$ cat src/rtl/dh_link_transform_assert.svh
// Assertion macros shared by the link transform RTL.
`ifndef DH_LINK_TRANSFORM_ASSERT_SVH
`define DH_LINK_TRANSFORM_ASSERT_SVH
// An implication checked at every clock edge outside reset.
`define DHL_ASSERT_IMP(label, clk, rst_n, cond, prop, msg) \
	label: assert property (@(posedge clk) disable iff (!rst_n) (cond) |-> (prop)) \
		else $error(msg);
// A next-cycle implication.
`define DHL_ASSERT_NEXT(label, clk, rst_n, cond, prop, msg) \
	label: assert property (@(posedge clk) disable iff (!rst_n) (cond) |=> (prop)) \
		else $error(msg);
`endif

$ cat src/rtl/dhl_pkg.sv
// Package of types, constants and tables for the link transform.
package dhl_pkg;
	localparam int CORDIC_STAGES = 16;
	localparam int ATAN_ENTRIES = 24;
	localparam int ZW = 33;
	localparam int XW = 33;
	localparam logic signed [XW-1:0] GAIN = 33'sd652032874;
	localparam logic signed [ZW-1:0] HALF_PI = 33'sd1686629713;
	localparam logic signed [ZW-1:0] PI = 33'sd3373259426;
	localparam logic signed [XW-1:0] ONE = 33'sd1073741824;

	typedef struct packed {
		logic signed [XW-1:0] x;
		logic signed [XW-1:0] y;
		logic signed [ZW-1:0] z;
		logic flip;
	} cordic_t;

	// A lane carries both angles and the pass-through lengths.
	typedef struct packed {
		cordic_t jnt;
		cordic_t tws;
		logic signed [23:0] len;
		logic signed [23:0] offs;
	} lane_t;

	function automatic logic signed [ZW-1:0] atan_q30(input int i);
		case (i)
			0: atan_q30 = 33'sd843314857;
			1: atan_q30 = 33'sd497837829;
			2: atan_q30 = 33'sd263043837;
			3: atan_q30 = 33'sd133525159;
			4: atan_q30 = 33'sd67021687;
			5: atan_q30 = 33'sd33543516;
			6: atan_q30 = 33'sd16775851;
			7: atan_q30 = 33'sd8388437;
			8: atan_q30 = 33'sd4194283;
			9: atan_q30 = 33'sd2097149;
			default: atan_q30 = ZW'(33'sd1073741824 >>> i);
		endcase
	endfunction
endpackage

$ cat src/rtl/dhl_cell.sv
// One CORDIC rotation cell for both angles of a lane, with its pipeline register.
module dhl_cell #(
	parameter int STAGE = 0
) (
	input  logic clk,
	input  logic arst_n,
	input  logic en,
	input  logic vld_in,
	input  dhl_pkg::lane_t lane_in,
	output logic vld_out,
	output dhl_pkg::lane_t lane_out
);
	function automatic dhl_pkg::cordic_t rot(input dhl_pkg::cordic_t c);
		dhl_pkg::cordic_t r;
		r = c;
		if (!c.z[dhl_pkg::ZW-1]) begin
			r.x = c.x - (c.y >>> STAGE);
			r.y = c.y + (c.x >>> STAGE);
			r.z = c.z - dhl_pkg::atan_q30(STAGE);
		end else begin
			r.x = c.x + (c.y >>> STAGE);
			r.y = c.y - (c.x >>> STAGE);
			r.z = c.z + dhl_pkg::atan_q30(STAGE);
		end
		return r;
	endfunction

	always_ff @(posedge clk or negedge arst_n) begin
		if (!arst_n) begin
			vld_out <= 1'b0;
		end else if (en) begin
			vld_out <= vld_in;
		end
	end

	always_ff @(posedge clk) begin
		if (en) begin
			lane_out.jnt <= rot(lane_in.jnt);
			lane_out.tws <= rot(lane_in.tws);
			lane_out.len <= lane_in.len;
			lane_out.offs <= lane_in.offs;
		end
	end
endmodule

$ cat config.mk
export PLATFORM = sky130hd
export DESIGN_NAME = dhl_cell
export DESIGN_NICKNAME = d
export VERILOG_FILES = /design/src/rtl/dh_link_transform_assert.svh /design/src/rtl/dhl_pkg.sv /design/src/rtl/dhl_cell.sv
export SDC_FILE = /design/constraint.sdc
export NUM_CORES = 1
export LEC_CHECK = 0
export BUFFER_PORTS_ARGS = -buffer_cell sky130_fd_sc_hd__clkbuf_2
export CAP_MARGIN = 20
export CORE_AREA = 3 3 284 230
export DETAILED_ROUTE_END_ITERATION = 8
export DIE_AREA = 0 0 287 233
export PLACE_DENSITY = 0.65
export SYNTH_ARGS = -nofsm -noshare
export SYNTH_HDL_FRONTEND = slang
export SYNTH_SLANG_ARGS = --single-unit
$ cat constraint.sdc
create_clock -name clk -period 1.6 [get_ports clk]
set_input_delay 0.08 -clock clk [delete_from_list [all_inputs] [get_ports clk]]
set_output_delay 0.08 -clock clk [all_outputs]
set_load 0.01 [all_outputs]
==> run metrics <==
most frequent cells in the layout=buf_4, clkbuf_2, edfxtp_1; dpl cells=4519; clock buffer depth=3; CP Data Required Time=1.93 ns; Clock Latency Late Sink=roughly 0.59 ns; initial antenna violation count=9; Critical Path AT=2.70 ns; Slowest-stage cell, CP=a221o_2; drt wl/cell=19.56 µm; H-tree Lvls=1; CTS tree=yes; Worst R2R Setup Slack=around 0.84 ns; ys async rst share=0.4049%; Fin. Hold Viols=0; Pwr Density=770.1 mW/mm²; Yosys warnings=0; CTS Sinks=247; Tot GR Track Use=a little over a quarter; non-filler cells, final=4752; CTS Buf Count=30; Die Y=233 µm; Critical path destination=lane_out[80]; DR vias=about 25k; Pre-Repair DR Iteration Count=5; post-layout instance area=0.03837 mm²; Overall Power=29.55 mW; Max Cap Violations=0; Yosys reg bits=247; Core ar.=~0.063 mm²; Syn Area/Cell=8.970 µm²; number of global-route vias before repair=between 20k and 25k; # fillers=5078; Setup WS post-layout=-0.7704 ns; Setup-failing EPs final=132; die area=around 0.067 mm²; Synth Cell Area=0.02181 mm²; Final ANT Viol Nets=0; Rel. slew slack=56.40%; Ports=between 500 and 600; layout cells sized above 1=52.59%; first-iteration detailed-routing DRC count=2009; first-pass GRT wire length=137300 µm; HP Class=in -> reg; worst hold slack=0.05510 ns; clock root buffer=clkbuf_16; Final Critical Period=approximately 2.4 ns; die width=287 µm; global route overflow=0; critical path peak fanout=4; Worst-path clk slew=0.07 ns; syn nets=2946; Max Slew Vio Count=0; starting density of the core=34.86%; crit path from=lane_in[81]; Final Cycle Share=148.2%; gpl congestion=0.9754; Most used DFF post-synth=edfxtp_1; max incr delay on CP=0.42 ns; row count=82; HPWL Detailed=a little over 70000 µm; fmax=0.4219 GHz; Seq. cell area=0.007412 mm²; Port-buffer cells=500; Seq/Total Area, Yosys=33.98%; Setup crit end kind=flop; clk_skew=0 ns; drt drc=0; nets@finish=4396; P&R area growth vs syn=75.91%; worst r2r dst=vld_out; Reg2Reg Launch Point=vld_out; most common cell after layout, fill and taps aside=buf_4; largest net degree at the start of global routing=58; Cells after Synth=2432; Leakage=17.43 nW; startpoint types=primary input; Placed Instance Area=0.03265 mm²; R2R depth=1; status=finished with violations; distinct cell type count after synthesis=85; crit-path cells=buf_16 -> inv_16 -> ha_4 -> a21oi_4 -> nor2b_2 -> a311o_1 -> o311ai_2 -> a21boi_2 -> a221o_2 -> a2111oi_4 -> buf_4 -> o31ai_1 -> xor2_1; RSZ-0062 raised after global routing=true; number of synthesized flops with an enable pin=around 250; failing checks=setup timing; Worst Max-Slew Pin Slew=0.6480 ns; crit path kind=in -> reg; Via density=slightly above 5; area of the multi-input gates=0.01672 mm²; Detailed Route WL=92960 µm; peak supply drop=0.0008411 V
==> logic make-up (layout without fill, tap and decap cells) <==
kind of cell | after synthesis | count (layout) | share of synthesized area, %
other | 0 | 6 | 0
XOR/XNOR | 181 | 181 | 7.267
AO/OA/AOI/OAI | 794 | 794 | 23.35
multiplexers | 28 | 28 | 1.291
buffers and inverters | 323 | 1797 | 5.684
flip-flops | 247 | 247 | 33.98
AND/OR/NAND/NOR | 597 | 597 | 13.13
adder cells (fa/ha/maj) | 262 | 262 | 15.30
==> flip-flops by register name, summed over array words and instances, names as in the netlist <==
register	flops
lane_out	246
vld_out	1
==> timing repair <==
action | 4_1_cts | 5_1_grt
pin swaps | 228 | 222
endpoints found under the hold margin | 82 | 0
gates cloned | 2 | 0
setup endpoints to repair | 142 | 145
hold buffers | 67 | 0
buffers inserted | 81 | 55
gates resized for setup | 422 | 231
==> layout make-up <==
cell class | instances | area share, %
multi-input cells | 1862 | 43.58
clock buffers | 35 | 2.005
clock inverters | 21 | 0.5282
inverters | 226 | 2.664
flip-flops and latches | 247 | 19.32
diodes | 6 | 0.03913
repair buffers | 1515 | 29.12
well taps | 840 | 2.739
==> through the flow <==
stage               setup TNS (ns)  util (%)  setup slack, ns
global placement           -166.74     52.18           -1.569
finish                      -50.92     61.31          -0.7704
floorplan                   -68.87         -           -1.091
CTS                         -40.59     59.28          -0.6340
global route                -56.48     61.31          -0.8001
detailed placement         -171.46     52.18           -1.539
==> cell usage after synthesis, types with 34 or more instances <==
| library cell | n | area (µm²) |
|---|---|---|
| nand2_1 | 126 | 473.0 |
| inv_1 | 222 | 833.3 |
| a21oi_1 | 268 | 1341 |
| xor2_1 | 37 | 324.1 |
| o21bai_1 | 52 | 390.4 |
| clkbuf_1 | 62 | 232.7 |
| nand2b_1 | 34 | 212.7 |
| nand4_1 | 35 | 219.0 |
| ha_1 | 254 | 3178 |
| edfxtp_1 | 246 | 7387 |
| nand3_1 | 36 | 180.2 |
| a21o_1 | 61 | 457.9 |
| nor2_1 | 195 | 732.0 |
| o21ai_0 | 148 | 740.7 |
| nor2b_1 | 37 | 231.5 |
| xnor2_1 | 144 | 1261 |
| nor3_1 | 50 | 250.2 |
==> report_power, final <==
group	internal, mW	switching [mW]
Sequential	8.43	0.389
Combinational	6.76	7.10
Clock	3.82	3.05
Total	19.0	10.5
==> per-layer routing <==
metal / global-route usage, % / up-vias / part of all wire (%)
met5: 0 / - / 0.033
met4: 8.620 / 4 / 3.6
met3: 4.574 / 157 / 7.5
met2: 41.51 / 995 / 45
met1: 35.83 / 11781 / 43
li1: - / 11750 / -
==> worst max-delay path: cells and delay by family <==
kind	cells	cell delay, ns
AOI/OAI and AO/OA	7	1.78
buffers and inverters	3	0.40
adders and majority gates	1	0.20
xor gates and xnor gates	1	0.16
and+or+nand+nor	1	0.06
==> worst min path at each step <==
stage	end	depth (start not counted)	slack, ns	from
CTS	lane_out[172]	4	0.0008	lane_in[171]
global placement	vld_out	1	-0.14	arst_n
floorplan	vld_out	0	-0.22	arst_n
global route	lane_out[157]	4	0.06	lane_in[156]
finish	lane_out[172]	4	0.06	lane_in[171]
detailed placement	vld_out	1	-0.14	arst_n
Note: power is estimated with default switching activity, not from simulation.
